[src/hdl/bfrmm_pkg.sv]
// shared constants, types and register codes for the boxcar filter with rms and peak tracking
// no dependencies
package bfrmm_pkg;

    localparam int TAPS         = 10;
    localparam int STATS_WINDOW = 10;
    localparam int SAMPLE_BITS  = 10;

    localparam int SAMPLE_MAX = (1 << SAMPLE_BITS) - 1;
    localparam int FULL_SCALE = TAPS * SAMPLE_MAX;
    localparam int VALUE_W    = 14;
    localparam int CFG_W      = 8;
    localparam int CFG_IDX_W  = 1;

    localparam int WIN_IDX_W = $clog2(STATS_WINDOW);
    localparam int STEP_W    = $clog2(STATS_WINDOW + 1);

    localparam longint SQ_MAX = longint'(STATS_WINDOW) * FULL_SCALE * FULL_SCALE;
    localparam int     SQ_W   = $clog2(SQ_MAX + 1);

    // mean of squares by reciprocal multiply
    localparam int     RECIP_SHIFT = SQ_W + $clog2(STATS_WINDOW);
    localparam longint RECIP       = ((longint'(1) << RECIP_SHIFT) + STATS_WINDOW - 1)
                                     / STATS_WINDOW;
    localparam int     RECIP_W     = $clog2(RECIP + 1);
    localparam int     MUL_W       = SQ_W + RECIP_W;

    localparam int MEAN_W     = $clog2(SQ_MAX / STATS_WINDOW + 1);
    localparam int ROOT_STEPS = (MEAN_W + 1) / 2;
    localparam int SQ_BIT_W   = 2 * ROOT_STEPS;
    localparam int SQ_TOP     = SQ_BIT_W - 2;

    localparam logic [CFG_IDX_W-1:0] CFG_STATS_INTERVAL   = CFG_IDX_W'(0);
    localparam logic [CFG_IDX_W-1:0] CFG_PUBLISH_INTERVAL = CFG_IDX_W'(1);

    localparam logic [CFG_W-1:0] STATS_INTERVAL_RST   = CFG_W'(10);
    localparam logic [CFG_W-1:0] PUBLISH_INTERVAL_RST = CFG_W'(50);

    typedef struct packed {
        logic                 shift;
        logic [WIN_IDX_W-1:0] rd_idx;
    } win_ctrl_t;

    typedef struct packed {
        logic               stats;
        logic               publish;
        logic [VALUE_W-1:0] rms;
        logic [VALUE_W-1:0] held_high;
        logic [VALUE_W-1:0] held_low;
    } stats_res_t;

endpackage

[src/hdl/bfrmm_window.sv]
// raw sample delay line with running boxcar sum, and delay line of filtered values
// depends on bfrmm_pkg
module bfrmm_window (
    input  logic                                  clk,
    input  logic                                  rst_n,
    input  bfrmm_pkg::win_ctrl_t                  ctrl,
    input  logic [bfrmm_pkg::SAMPLE_BITS-1:0]     sample,
    output logic [bfrmm_pkg::VALUE_W-1:0]         sum,
    output logic [bfrmm_pkg::VALUE_W-1:0]         rd_data
);
    import bfrmm_pkg::*;

    logic [SAMPLE_BITS-1:0] raw_reg  [TAPS];
    logic [VALUE_W-1:0]     filt_reg [STATS_WINDOW];
    logic [VALUE_W-1:0]     sum_reg;
    logic [VALUE_W-1:0]     sum_next;

    assign sum_next = sum_reg + VALUE_W'(sample) - VALUE_W'(raw_reg[TAPS-1]);

    always_ff @(posedge clk or negedge rst_n)
    begin
        if (!rst_n)
        begin
            sum_reg <= '0;
            for (int i = 0; i < TAPS; i++)
            begin
                raw_reg[i] <= '0;
            end
            for (int i = 0; i < STATS_WINDOW; i++)
            begin
                filt_reg[i] <= '0;
            end
        end
        else if (ctrl.shift)
        begin
            sum_reg    <= sum_next;
            raw_reg[0] <= sample;
            for (int i = 1; i < TAPS; i++)
            begin
                raw_reg[i] <= raw_reg[i-1];
            end
            filt_reg[0] <= sum_next;
            for (int i = 1; i < STATS_WINDOW; i++)
            begin
                filt_reg[i] <= filt_reg[i-1];
            end
        end
    end

    assign sum     = sum_reg;
    assign rd_data = (int'(ctrl.rd_idx) < STATS_WINDOW) ? filt_reg[ctrl.rd_idx] : '0;

endmodule

[src/hdl/bfrmm_stats.sv]
// sequencer with shared multiplier and square root step: window walk, mean, rms, extremes
// depends on bfrmm_pkg
module bfrmm_stats (
    input  logic                                 clk,
    input  logic                                 rst_n,
    input  logic                                 start,
    input  logic                                 take,
    input  logic [bfrmm_pkg::CFG_W-1:0]          stats_interval,
    input  logic [bfrmm_pkg::CFG_W-1:0]          publish_interval,
    input  logic [bfrmm_pkg::VALUE_W-1:0]        rd_data,
    output logic [bfrmm_pkg::WIN_IDX_W-1:0]      rd_idx,
    output logic                                 idle,
    output logic                                 done,
    output bfrmm_pkg::stats_res_t                res
);
    import bfrmm_pkg::*;

    localparam logic [2:0] ST_IDLE  = 3'd0;
    localparam logic [2:0] ST_WALK  = 3'd1;
    localparam logic [2:0] ST_RECIP = 3'd2;
    localparam logic [2:0] ST_LOAD  = 3'd3;
    localparam logic [2:0] ST_SQRT  = 3'd4;
    localparam logic [2:0] ST_DONE  = 3'd5;

    logic [2:0]          state_reg, state_next;
    logic [CFG_W-1:0]    sample_cnt_reg, sample_cnt_next;
    logic [CFG_W-1:0]    window_cnt_reg, window_cnt_next;
    logic                stats_reg, stats_next;
    logic                publish_reg, publish_next;
    logic [STEP_W-1:0]   step_reg, step_next;
    logic [SQ_W-1:0]     acc_reg, acc_next;
    logic [MUL_W-1:0]    prod_reg, prod_next;
    logic [VALUE_W-1:0]  run_hi_reg, run_hi_next;
    logic [VALUE_W-1:0]  run_lo_reg, run_lo_next;
    logic [VALUE_W-1:0]  held_hi_reg, held_hi_next;
    logic [VALUE_W-1:0]  held_lo_reg, held_lo_next;
    logic [VALUE_W-1:0]  rms_reg, rms_next;
    logic [SQ_BIT_W-1:0] rem_reg, rem_next;
    logic [SQ_BIT_W-1:0] root_reg, root_next;
    logic [SQ_BIT_W-1:0] bit_reg, bit_next;

    logic [SQ_W-1:0]     mul_a;
    logic [RECIP_W-1:0]  mul_b;
    logic [MUL_W-1:0]    mul_out;
    logic [SQ_BIT_W:0]   trial;
    logic                trial_ok;
    logic [CFG_W-1:0]    sample_inc;
    logic [CFG_W-1:0]    window_inc;

    // shared multiplier: squares during the walk, reciprocal for the mean
    always_comb
    begin
        if (state_reg == ST_RECIP)
        begin
            mul_a = acc_reg;
            mul_b = RECIP_W'(RECIP);
        end
        else
        begin
            mul_a = SQ_W'(rd_data);
            mul_b = RECIP_W'(rd_data);
        end
    end

    assign mul_out    = MUL_W'(mul_a) * MUL_W'(mul_b);
    assign trial      = {1'b0, root_reg} + {1'b0, bit_reg};
    assign trial_ok   = {1'b0, rem_reg} >= trial;
    assign sample_inc = sample_cnt_reg + 1'b1;
    assign window_inc = window_cnt_reg + 1'b1;

    always_comb
    begin
        state_next      = state_reg;
        sample_cnt_next = sample_cnt_reg;
        window_cnt_next = window_cnt_reg;
        stats_next      = stats_reg;
        publish_next    = publish_reg;
        step_next       = step_reg;
        acc_next        = acc_reg;
        prod_next       = prod_reg;
        run_hi_next     = run_hi_reg;
        run_lo_next     = run_lo_reg;
        held_hi_next    = held_hi_reg;
        held_lo_next    = held_lo_reg;
        rms_next        = rms_reg;
        rem_next        = rem_reg;
        root_next       = root_reg;
        bit_next        = bit_reg;

        unique case (state_reg)
            ST_IDLE:
            begin
                if (start)
                begin
                    step_next = '0;
                    acc_next  = '0;
                    prod_next = '0;
                    if (sample_inc == stats_interval)
                    begin
                        sample_cnt_next = '0;
                        stats_next      = 1'b1;
                        state_next      = ST_WALK;
                        if (window_inc == publish_interval)
                        begin
                            window_cnt_next = '0;
                            publish_next    = 1'b1;
                        end
                        else
                        begin
                            window_cnt_next = window_inc;
                            publish_next    = 1'b0;
                        end
                    end
                    else
                    begin
                        sample_cnt_next = sample_inc;
                        stats_next      = 1'b0;
                        publish_next    = 1'b0;
                        state_next      = ST_DONE;
                    end
                end
            end
            ST_WALK:
            begin
                prod_next = mul_out;
                acc_next  = acc_reg + prod_reg[SQ_W-1:0];
                if (step_reg < STEP_W'(STATS_WINDOW))
                begin
                    if (rd_data > run_hi_reg)
                    begin
                        run_hi_next = rd_data;
                    end
                    if (rd_data < run_lo_reg)
                    begin
                        run_lo_next = rd_data;
                    end
                    step_next = step_reg + 1'b1;
                end
                else
                begin
                    if (publish_reg)
                    begin
                        held_hi_next = run_hi_reg;
                        held_lo_next = run_lo_reg;
                        run_hi_next  = '0;
                        run_lo_next  = VALUE_W'(FULL_SCALE);
                    end
                    state_next = ST_RECIP;
                end
            end
            ST_RECIP:
            begin
                prod_next  = mul_out;
                state_next = ST_LOAD;
            end
            ST_LOAD:
            begin
                rem_next   = SQ_BIT_W'(prod_reg[RECIP_SHIFT +: MEAN_W]);
                root_next  = '0;
                bit_next   = SQ_BIT_W'(1) << SQ_TOP;
                state_next = ST_SQRT;
            end
            ST_SQRT:
            begin
                if (trial_ok)
                begin
                    rem_next  = rem_reg - trial[SQ_BIT_W-1:0];
                    root_next = (root_reg >> 1) + bit_reg;
                end
                else
                begin
                    root_next = root_reg >> 1;
                end
                bit_next = bit_reg >> 2;
                if (bit_reg[0])
                begin
                    rms_next   = root_next[VALUE_W-1:0];
                    state_next = ST_DONE;
                end
            end
            ST_DONE:
            begin
                if (take)
                begin
                    state_next = ST_IDLE;
                end
            end
            default:
            begin
                state_next = ST_IDLE;
            end
        endcase
    end

    always_ff @(posedge clk or negedge rst_n)
    begin
        if (!rst_n)
        begin
            state_reg      <= ST_IDLE;
            sample_cnt_reg <= '0;
            window_cnt_reg <= '0;
            stats_reg      <= 1'b0;
            publish_reg    <= 1'b0;
            run_hi_reg     <= '0;
            run_lo_reg     <= VALUE_W'(FULL_SCALE);
            held_hi_reg    <= '0;
            held_lo_reg    <= '0;
            rms_reg        <= '0;
        end
        else
        begin
            state_reg      <= state_next;
            sample_cnt_reg <= sample_cnt_next;
            window_cnt_reg <= window_cnt_next;
            stats_reg      <= stats_next;
            publish_reg    <= publish_next;
            run_hi_reg     <= run_hi_next;
            run_lo_reg     <= run_lo_next;
            held_hi_reg    <= held_hi_next;
            held_lo_reg    <= held_lo_next;
            rms_reg        <= rms_next;
        end
    end

    always_ff @(posedge clk)
    begin
        step_reg <= step_next;
        acc_reg  <= acc_next;
        prod_reg <= prod_next;
        rem_reg  <= rem_next;
        root_reg <= root_next;
        bit_reg  <= bit_next;
    end

    assign rd_idx        = step_reg[WIN_IDX_W-1:0];
    assign idle          = (state_reg == ST_IDLE);
    assign done          = (state_reg == ST_DONE);
    assign res.stats     = stats_reg;
    assign res.publish   = publish_reg;
    assign res.rms       = rms_reg;
    assign res.held_high = held_hi_reg;
    assign res.held_low  = held_lo_reg;

endmodule

[src/hdl/boxcar_filter_rms_min_max.sv]
// top level: config registers, output register and handshakes around the window and stats units
// depends on bfrmm_pkg, bfrmm_window, bfrmm_stats
//
// channel   signals                              transfer when
// in        in_valid, in_stall, adc_sample       in_valid & !in_stall
// out       out_valid, out_stall, six results    out_valid & !out_stall
// cfg       cfg_we, cfg_index, cfg_data          cfg_we
//
// a sample with no stats update goes from the idle state through the done state to the output register
// a stats update adds a walk of the 10-entry window through the shared multiplier,
// one reciprocal multiply and load, and a 14-step square root
// in_stall stays high from a transfer until the result moves into the output register
// a full output register holding under out_stall keeps the core in its done state
// reset clears both delay lines, counters and extremes; no clearing pass
module boxcar_filter_rms_min_max (
    input  logic                                clk,
    input  logic                                rst_n,
    input  logic                                in_valid,
    output logic                                in_stall,
    input  logic [9:0]                          adc_sample,
    output logic                                out_valid,
    input  logic                                out_stall,
    output logic [13:0]                         filtered_value,
    output logic [13:0]                         rms_level,
    output logic [13:0]                         published_max,
    output logic [13:0]                         published_min,
    output logic                                stats_updated,
    output logic                                extremes_published,
    input  logic                                cfg_we,
    input  logic [bfrmm_pkg::CFG_IDX_W-1:0]     cfg_index,
    input  logic [bfrmm_pkg::CFG_W-1:0]         cfg_data
);
    import bfrmm_pkg::*;

    logic [CFG_W-1:0]     stats_interval_reg;
    logic [CFG_W-1:0]     publish_interval_reg;
    logic                 in_xfer;
    logic                 out_xfer;
    logic                 take;
    logic                 core_idle;
    logic                 core_done;
    win_ctrl_t            win_ctrl;
    logic [WIN_IDX_W-1:0] rd_idx;
    logic [VALUE_W-1:0]   rd_data;
    logic [VALUE_W-1:0]   win_sum;
    stats_res_t           core_res;

    logic                 out_valid_reg;
    logic [VALUE_W-1:0]   filtered_reg;
    stats_res_t           res_reg;

    assign in_xfer  = in_valid && !in_stall;
    assign out_xfer = out_valid_reg && !out_stall;
    assign in_stall = !core_idle;
    assign take     = core_done && (!out_valid_reg || !out_stall);

    assign win_ctrl.shift  = in_xfer;
    assign win_ctrl.rd_idx = rd_idx;

    always_ff @(posedge clk or negedge rst_n)
    begin
        if (!rst_n)
        begin
            stats_interval_reg   <= STATS_INTERVAL_RST;
            publish_interval_reg <= PUBLISH_INTERVAL_RST;
        end
        else if (cfg_we)
        begin
            unique case (cfg_index)
                CFG_STATS_INTERVAL:   stats_interval_reg   <= cfg_data;
                CFG_PUBLISH_INTERVAL: publish_interval_reg <= cfg_data;
                default:              ;
            endcase
        end
    end

    bfrmm_window u_window (
        .clk     (clk),
        .rst_n   (rst_n),
        .ctrl    (win_ctrl),
        .sample  (adc_sample[SAMPLE_BITS-1:0]),
        .sum     (win_sum),
        .rd_data (rd_data)
    );

    bfrmm_stats u_stats (
        .clk              (clk),
        .rst_n            (rst_n),
        .start            (in_xfer),
        .take             (take),
        .stats_interval   (stats_interval_reg),
        .publish_interval (publish_interval_reg),
        .rd_data          (rd_data),
        .rd_idx           (rd_idx),
        .idle             (core_idle),
        .done             (core_done),
        .res              (core_res)
    );

    always_ff @(posedge clk or negedge rst_n)
    begin
        if (!rst_n)
        begin
            out_valid_reg <= 1'b0;
        end
        else if (take)
        begin
            out_valid_reg <= 1'b1;
        end
        else if (out_xfer)
        begin
            out_valid_reg <= 1'b0;
        end
    end

    always_ff @(posedge clk)
    begin
        if (take)
        begin
            filtered_reg <= win_sum;
            res_reg      <= core_res;
        end
    end

    assign out_valid          = out_valid_reg;
    assign filtered_value     = filtered_reg;
    assign rms_level          = res_reg.rms;
    assign published_max      = res_reg.held_high;
    assign published_min      = res_reg.held_low;
    assign stats_updated      = res_reg.stats;
    assign extremes_published = res_reg.publish;

    a_busy_after_accept: assert property (
        @(posedge clk) disable iff (!rst_n)
        in_xfer |=> in_stall
    ) else $error("core took a sample without going busy");

    a_publish_needs_stats: assert property (
        @(posedge clk) disable iff (!rst_n)
        out_valid |-> (!extremes_published || stats_updated)
    ) else $error("publish flagged without a stats update");

    a_published_order: assert property (
        @(posedge clk) disable iff (!rst_n)
        (out_valid && extremes_published) |-> (published_max >= published_min)
    ) else $error("published max below published min");

    a_take_loads_output: assert property (
        @(posedge clk) disable iff (!rst_n)
        take |=> (out_valid && core_idle)
    ) else $error("result handoff did not load the output register");

endmodule
[config.mk]
export PLATFORM = sky130hd
export DESIGN_NAME = boxcar_filter_rms_min_max
export DESIGN_NICKNAME = d
export VERILOG_FILES = /design/src/hdl/bfrmm_pkg.sv /design/src/hdl/bfrmm_window.sv /design/src/hdl/bfrmm_stats.sv /design/src/hdl/boxcar_filter_rms_min_max.sv
export SDC_FILE = /design/constraint.sdc
export NUM_CORES = 2
export LEC_CHECK = 0
export BUFFER_PORTS_ARGS = -buffer_cell sky130_fd_sc_hd__buf_2
export CAP_MARGIN = 20
export CORE_MARGIN = 8
export CORE_UTILIZATION = 60
export DETAILED_ROUTE_END_ITERATION = 8
export PLACE_DENSITY = 0.8
export SYNTH_ARGS = -nofsm -noshare
export SYNTH_HDL_FRONTEND = slang
export SYNTH_HIERARCHICAL = 1
export SYNTH_SLANG_ARGS = --single-unit
[constraint.sdc]
create_clock -name clk -period 10.6 [get_ports clk]
set_clock_uncertainty 0.05 [all_clocks]
set_input_delay 1.06 -clock clk [delete_from_list [all_inputs] [get_ports clk]]
set_output_delay 1.06 -clock clk [all_outputs]
set_load 0.01 [all_outputs]
==> impl_metrics.xml <==
<?xml version="1.0" encoding="UTF-8"?>
<metrics>
  <group name="floorplan">
    <metric name="floorplan.initialDensity" unit="%">60.5</metric>
    <metric name="overall_die_area" unit="mm²">0.0919</metric>
    <metric name="core-area" unit="mm²">0.0818</metric>
    <metric name="die_y" unit="µm">303</metric>
    <metric name="top_level_ports" unit="">84</metric>
    <metric name="die_width" unit="µm">303</metric>
    <metric name="fp-row-count" unit="">105</metric>
  </group>
  <group name="detailed_routing">
    <metric name="met2_wirelength_from_detailed_routing" unit="µm">57400</metric>
    <metric name="highest-signal-layer" unit="">met4</metric>
    <metric name="via_count" unit="">34100</metric>
    <metric name="routed_wire_length_per_instance" unit="µm">20.6</metric>
    <metric name="drtPass1Iterations" unit="">5</metric>
    <metric name="wl_met1" unit="µm">50500</metric>
    <metric name="routed_wl" unit="µm">121000</metric>
    <metric name="routed-wl-met3" unit="µm">8650</metric>
    <metric name="drt_iter0_markers" unit="">2589</metric>
    <metric name="route.detailed.vias_per_inst" unit="">5.81</metric>
    <metric name="detail-route-antenna-nets" unit="">0</metric>
    <metric name="detail_route.drc_violations" unit="">0</metric>
  </group>
  <group name="logic_synthesis">
    <metric name="synth_seq_cells" unit="">567</metric>
    <metric name="share_of_the_yosys_chip_area_belonging_to_registers" unit="%">30.9</metric>
    <metric name="ys_dominant_reg_cell" unit="">dfrtp_1</metric>
    <metric name="synth-warning-count" unit="">6</metric>
    <metric name="distinct_cell_type_count_of_the_synthesized_netlist" unit="">90</metric>
    <metric name="post_synth.cell_area_avg" unit="µm²">10.8</metric>
    <metric name="syn-cell-area" unit="mm²">0.0495</metric>
    <metric name="syn_inst" unit="">4599</metric>
    <metric name="postSynth.asyncResetShare" unit="%">61.4</metric>
    <metric name="count_of_flip_flops_with_a_built_in_enable_after_synthesis" unit="">219</metric>
  </group>
  <group name="sta">
    <metric name="final-max-slew-violation-count" unit="">0</metric>
    <metric name="setup_violations" unit="">0</metric>
    <metric name="rsz0062_at_grt" unit="">no</metric>
    <metric name="max_slew.worst_pin.slew" unit="ps">1060</metric>
    <metric name="timing.final.hold_violations" unit="">0</metric>
    <metric name="maxSlewHeadroom" unit="%">29.6</metric>
    <metric name="period_minus_slack" unit="ps">9850</metric>
    <metric name="max_freq" unit="GHz">0.101</metric>
    <metric name="finalCritPeriodShare" unit="%">93.0</metric>
    <metric name="totalNegativeSetupSlack" unit="ps">0</metric>
  </group>
  <group name="setup_path">
    <metric name="r2r-start" unit="">u_stats/rd_idx[0]</metric>
    <metric name="reg2reg_depth" unit="">27</metric>
    <metric name="start_kind" unit="">flop</metric>
    <metric name="setup.worst_path.end_class" unit="">flop</metric>
    <metric name="critical_path.reg2reg.endpoint" unit="">u_stats/prod_reg[60]</metric>
    <metric name="criticalPathCategory" unit="">reg2reg</metric>
    <metric name="worstPathRequired" unit="ps">10890</metric>
    <metric name="critical_path_arrival" unit="ps">10150</metric>
    <metric name="setup.reg_to_reg.worst_slack" unit="ps">750</metric>
    <metric name="critPathMaxFanout" unit="">36</metric>
  </group>
  <group name="layout">
    <metric name="design.final.nets" unit="">5751</metric>
    <metric name="instances_no_fill" unit="">5868</metric>
    <metric name="antenna_cells_inserted" unit="">0</metric>
    <metric name="layout-drive-gt1-share" unit="%">13.1</metric>
    <metric name="layout-area-overhead-vs-synth" unit="%">8.40</metric>
    <metric name="max_reg_flops" unit="">140</metric>
  </group>
  <group name="min_path">
    <metric name="holdPathStages" unit="">0</metric>
    <metric name="hold-path-endpoint" unit="">rms_level[3]</metric>
    <metric name="worstHoldStart" unit="">u_stats/rms_reg[3]</metric>
    <metric name="min_delay_path_class" unit="">reg2reg</metric>
  </group>
  <group name="run">
    <metric name="drv_cap" unit="">0</metric>
  </group>
  <group name="grt">
    <metric name="wire_length_of_the_first_global_routing_pass" unit="µm">196000</metric>
    <metric name="remaining_global_route_overflow" unit="">0</metric>
    <metric name="vias_in_the_first_global_route" unit="">35900</metric>
    <metric name="grt_max_degree" unit="">132</metric>
    <metric name="grt_usage" unit="%">27.1</metric>
    <metric name="grt_antenna_before_repair" unit="">3</metric>
  </group>
  <group name="clock_network">
    <metric name="clock_insertion_delay_worst_skew" unit="ps">610</metric>
    <metric name="cts-root-buf" unit="">clkbuf_16</metric>
    <metric name="cts_hold_repair.buffers" unit="">0</metric>
    <metric name="cts_num_sinks" unit="">567</metric>
    <metric name="cts_made_buffers" unit="">66</metric>
    <metric name="cts_tree" unit="">built</metric>
    <metric name="clk_transition_reported_paths" unit="ps">60</metric>
    <metric name="post_cts.resized_instances" unit="">0</metric>
    <metric name="postCtsSetupBuffers" unit="">0</metric>
    <metric name="h-tree-depth" unit="">3</metric>
    <metric name="clock_tree.buffer_depth" unit="">3</metric>
  </group>
  <group name="placed_design">
    <metric name="dpl.hpwl" unit="µm">94500</metric>
    <metric name="port-buffer-count" unit="">83</metric>
    <metric name="finalWeightedCongestion" unit="">1.04</metric>
    <metric name="post-place-cells" unit="">5744</metric>
  </group>
  <group name="outcome">
    <metric name="outcome" unit="">finished, final reports clean</metric>
  </group>
</metrics>
==> Yosys cell counts (10+ instances only) <==
library cell / n / share of area, %
clkbuf_1: 104 / 0.79
or2_2: 28 / 0.35
nand3_1: 48 / 0.49
a221oi_2: 11 / 0.33
nand2b_1: 27 / 0.34
and3_1: 68 / 0.86
and2_1: 62 / 0.78
o21bai_1: 23 / 0.35
a21oi_1: 174 / 1.8
nor2b_1: 22 / 0.28
inv_1: 809 / 6.1
xnor2_1: 99 / 1.8
a211oi_1: 28 / 0.42
mux2i_1: 24 / 0.49
a31oi_1: 26 / 0.33
o31ai_1: 17 / 0.26
mux2_2: 249 / 5.7
o21a_1: 16 / 0.24
xor2_1: 74 / 1.3
o21ai_0: 185 / 1.9
buf_2: 26 / 0.26
ha_1: 434 / 11
dfstp_2: 15 / 0.80
dfrtp_1: 333 / 17
a21o_1: 73 / 1.1
buf_1: 10 / 0.076
or3_1: 11 / 0.14
edfxtp_1: 219 / 13
o211ai_1: 12 / 0.18
buf_4: 17 / 0.26
nor3_1: 35 / 0.35
fa_1: 547 / 22
nand4_1: 29 / 0.37
nand2_1: 330 / 2.5
a31o_2: 11 / 0.19
mux4_2: 20 / 0.91
nor2_1: 227 / 1.7
o22a_1: 11 / 0.19
==> stage by stage <==
stage	cell area (µm²)	util, %	worst slack (ps)	hold WS [ps]
after global placement	51400	62.8	938	381
after floorplan	49900	-	2050	369
after global routing	53700	65.6	327	401
final	53700	65.6	747	395
after CTS	53600	65.5	862	395
after detailed placement	51400	62.8	848	382
==> cells in the final DEF (no fill, tap or decap), types with 12 or more instances in the layout <==
| cell | synthesis | layout |
|---|---|---|
| or2_2 | 28 | 28 |
| and3_1 | 68 | 68 |
| mux2_2 | 249 | 249 |
| and2_1 | 62 | 61 |
| nand2_1 | 330 | 329 |
| conb_1 | 2 | 96 |
| nor2_1 | 227 | 225 |
| o21ai_0 | 185 | 184 |
| o31ai_1 | 17 | 17 |
| a211oi_1 | 28 | 28 |
| nand4_1 | 29 | 29 |
| dfrtp_1 | 333 | 333 |
| ha_1 | 434 | 434 |
| nand2b_1 | 27 | 27 |
| clkbuf_1 | 104 | 21 |
| mux2i_1 | 24 | 24 |
| a21oi_1 | 174 | 164 |
| clkbuf_16 | 0 | 68 |
| mux4_2 | 20 | 20 |
| fa_1 | 547 | 547 |
| o21a_1 | 16 | 16 |
| dfstp_2 | 15 | 15 |
| o21bai_1 | 23 | 23 |
| buf_4 | 17 | 61 |
| nor2b_1 | 22 | 22 |
| nand3_1 | 48 | 47 |
| xnor2_1 | 99 | 99 |
| buf_2 | 26 | 82 |
| edfxtp_1 | 219 | 219 |
| inv_1 | 809 | 809 |
| a31oi_1 | 26 | 26 |
| xor2_1 | 74 | 74 |
| a21o_1 | 73 | 73 |
| o211ai_1 | 12 | 12 |
| nor3_1 | 35 | 35 |
==> worst max-delay path: stages, from the launching register on <==
cell,delay (ps)
edfxtp_1,540
buf_12,310
mux4_2,550
a221oi_2,300
a21oi_2,150
a21oi_1,720
inv_1,210
fa_1,580
inv_1,70
fa_1,350
inv_1,70
fa_1,430
fa_1,490
fa_1,510
fa_1,590
fa_1,460
fa_1,500
ha_1,360
nand2_1,150
nor2_1,60
a221oi_1,370
nor2_1,70
a211o_1,350
a21oi_1,410
o21ba_2,330
o21ai_0,150
xnor2_1,350
nor2_1,80
==> worst max path at each step <==
stage | startpoint | endpoint | slack [ps] | cells after the start
2_1_floorplan | u_stats/rd_idx[1] | u_stats/prod_reg[59] | 2050 | 33
3_3_place_gp | u_stats/rd_idx[0] | u_stats/prod_reg[60] | 940 | 27
3_5_place_dp | u_stats/rd_idx[0] | u_stats/prod_reg[60] | 850 | 27
4_1_cts | u_stats/rd_idx[0] | u_stats/prod_reg[60] | 860 | 27
5_1_grt | u_stats/rd_idx[0] | u_stats/prod_reg[55] | 330 | 29
6_report | u_stats/rd_idx[0] | u_stats/prod_reg[60] | 750 | 27
==> layout make-up <==
class | instances | area [µm²]
multi-input cells | 3152 | 30800
fillers | 6204 | 28200
flip-flops and latches | 567 | 15300
inverters | 811 | 3040
clock buffers | 96 | 1880
well taps | 1070 | 1340
repair buffers | 148 | 978
clock inverters | 24 | 274
==> logic make-up after synthesis <==
logic type / share of synthesized area, %
AOI/OAI and AO/OA: 8.73
xor gates and xnor gates: 3.06
adders and majority gates: 33.1
buffers and inverters: 7.69
DFF: 30.9
muxes: 7.73
other: 0.0152
and+or+nand+nor: 8.77
==> layer usage <==
metal	track usage [%]	vias up
met5	0	-
li1	-	15400
met1	37.3	17200
met4	9.04	0
met2	44.2	1257
met3	4.04	258
Power is left out: the tool's default activity adds up to more than one toggle a clock period on the data nets, which glitch-free logic cannot reach.
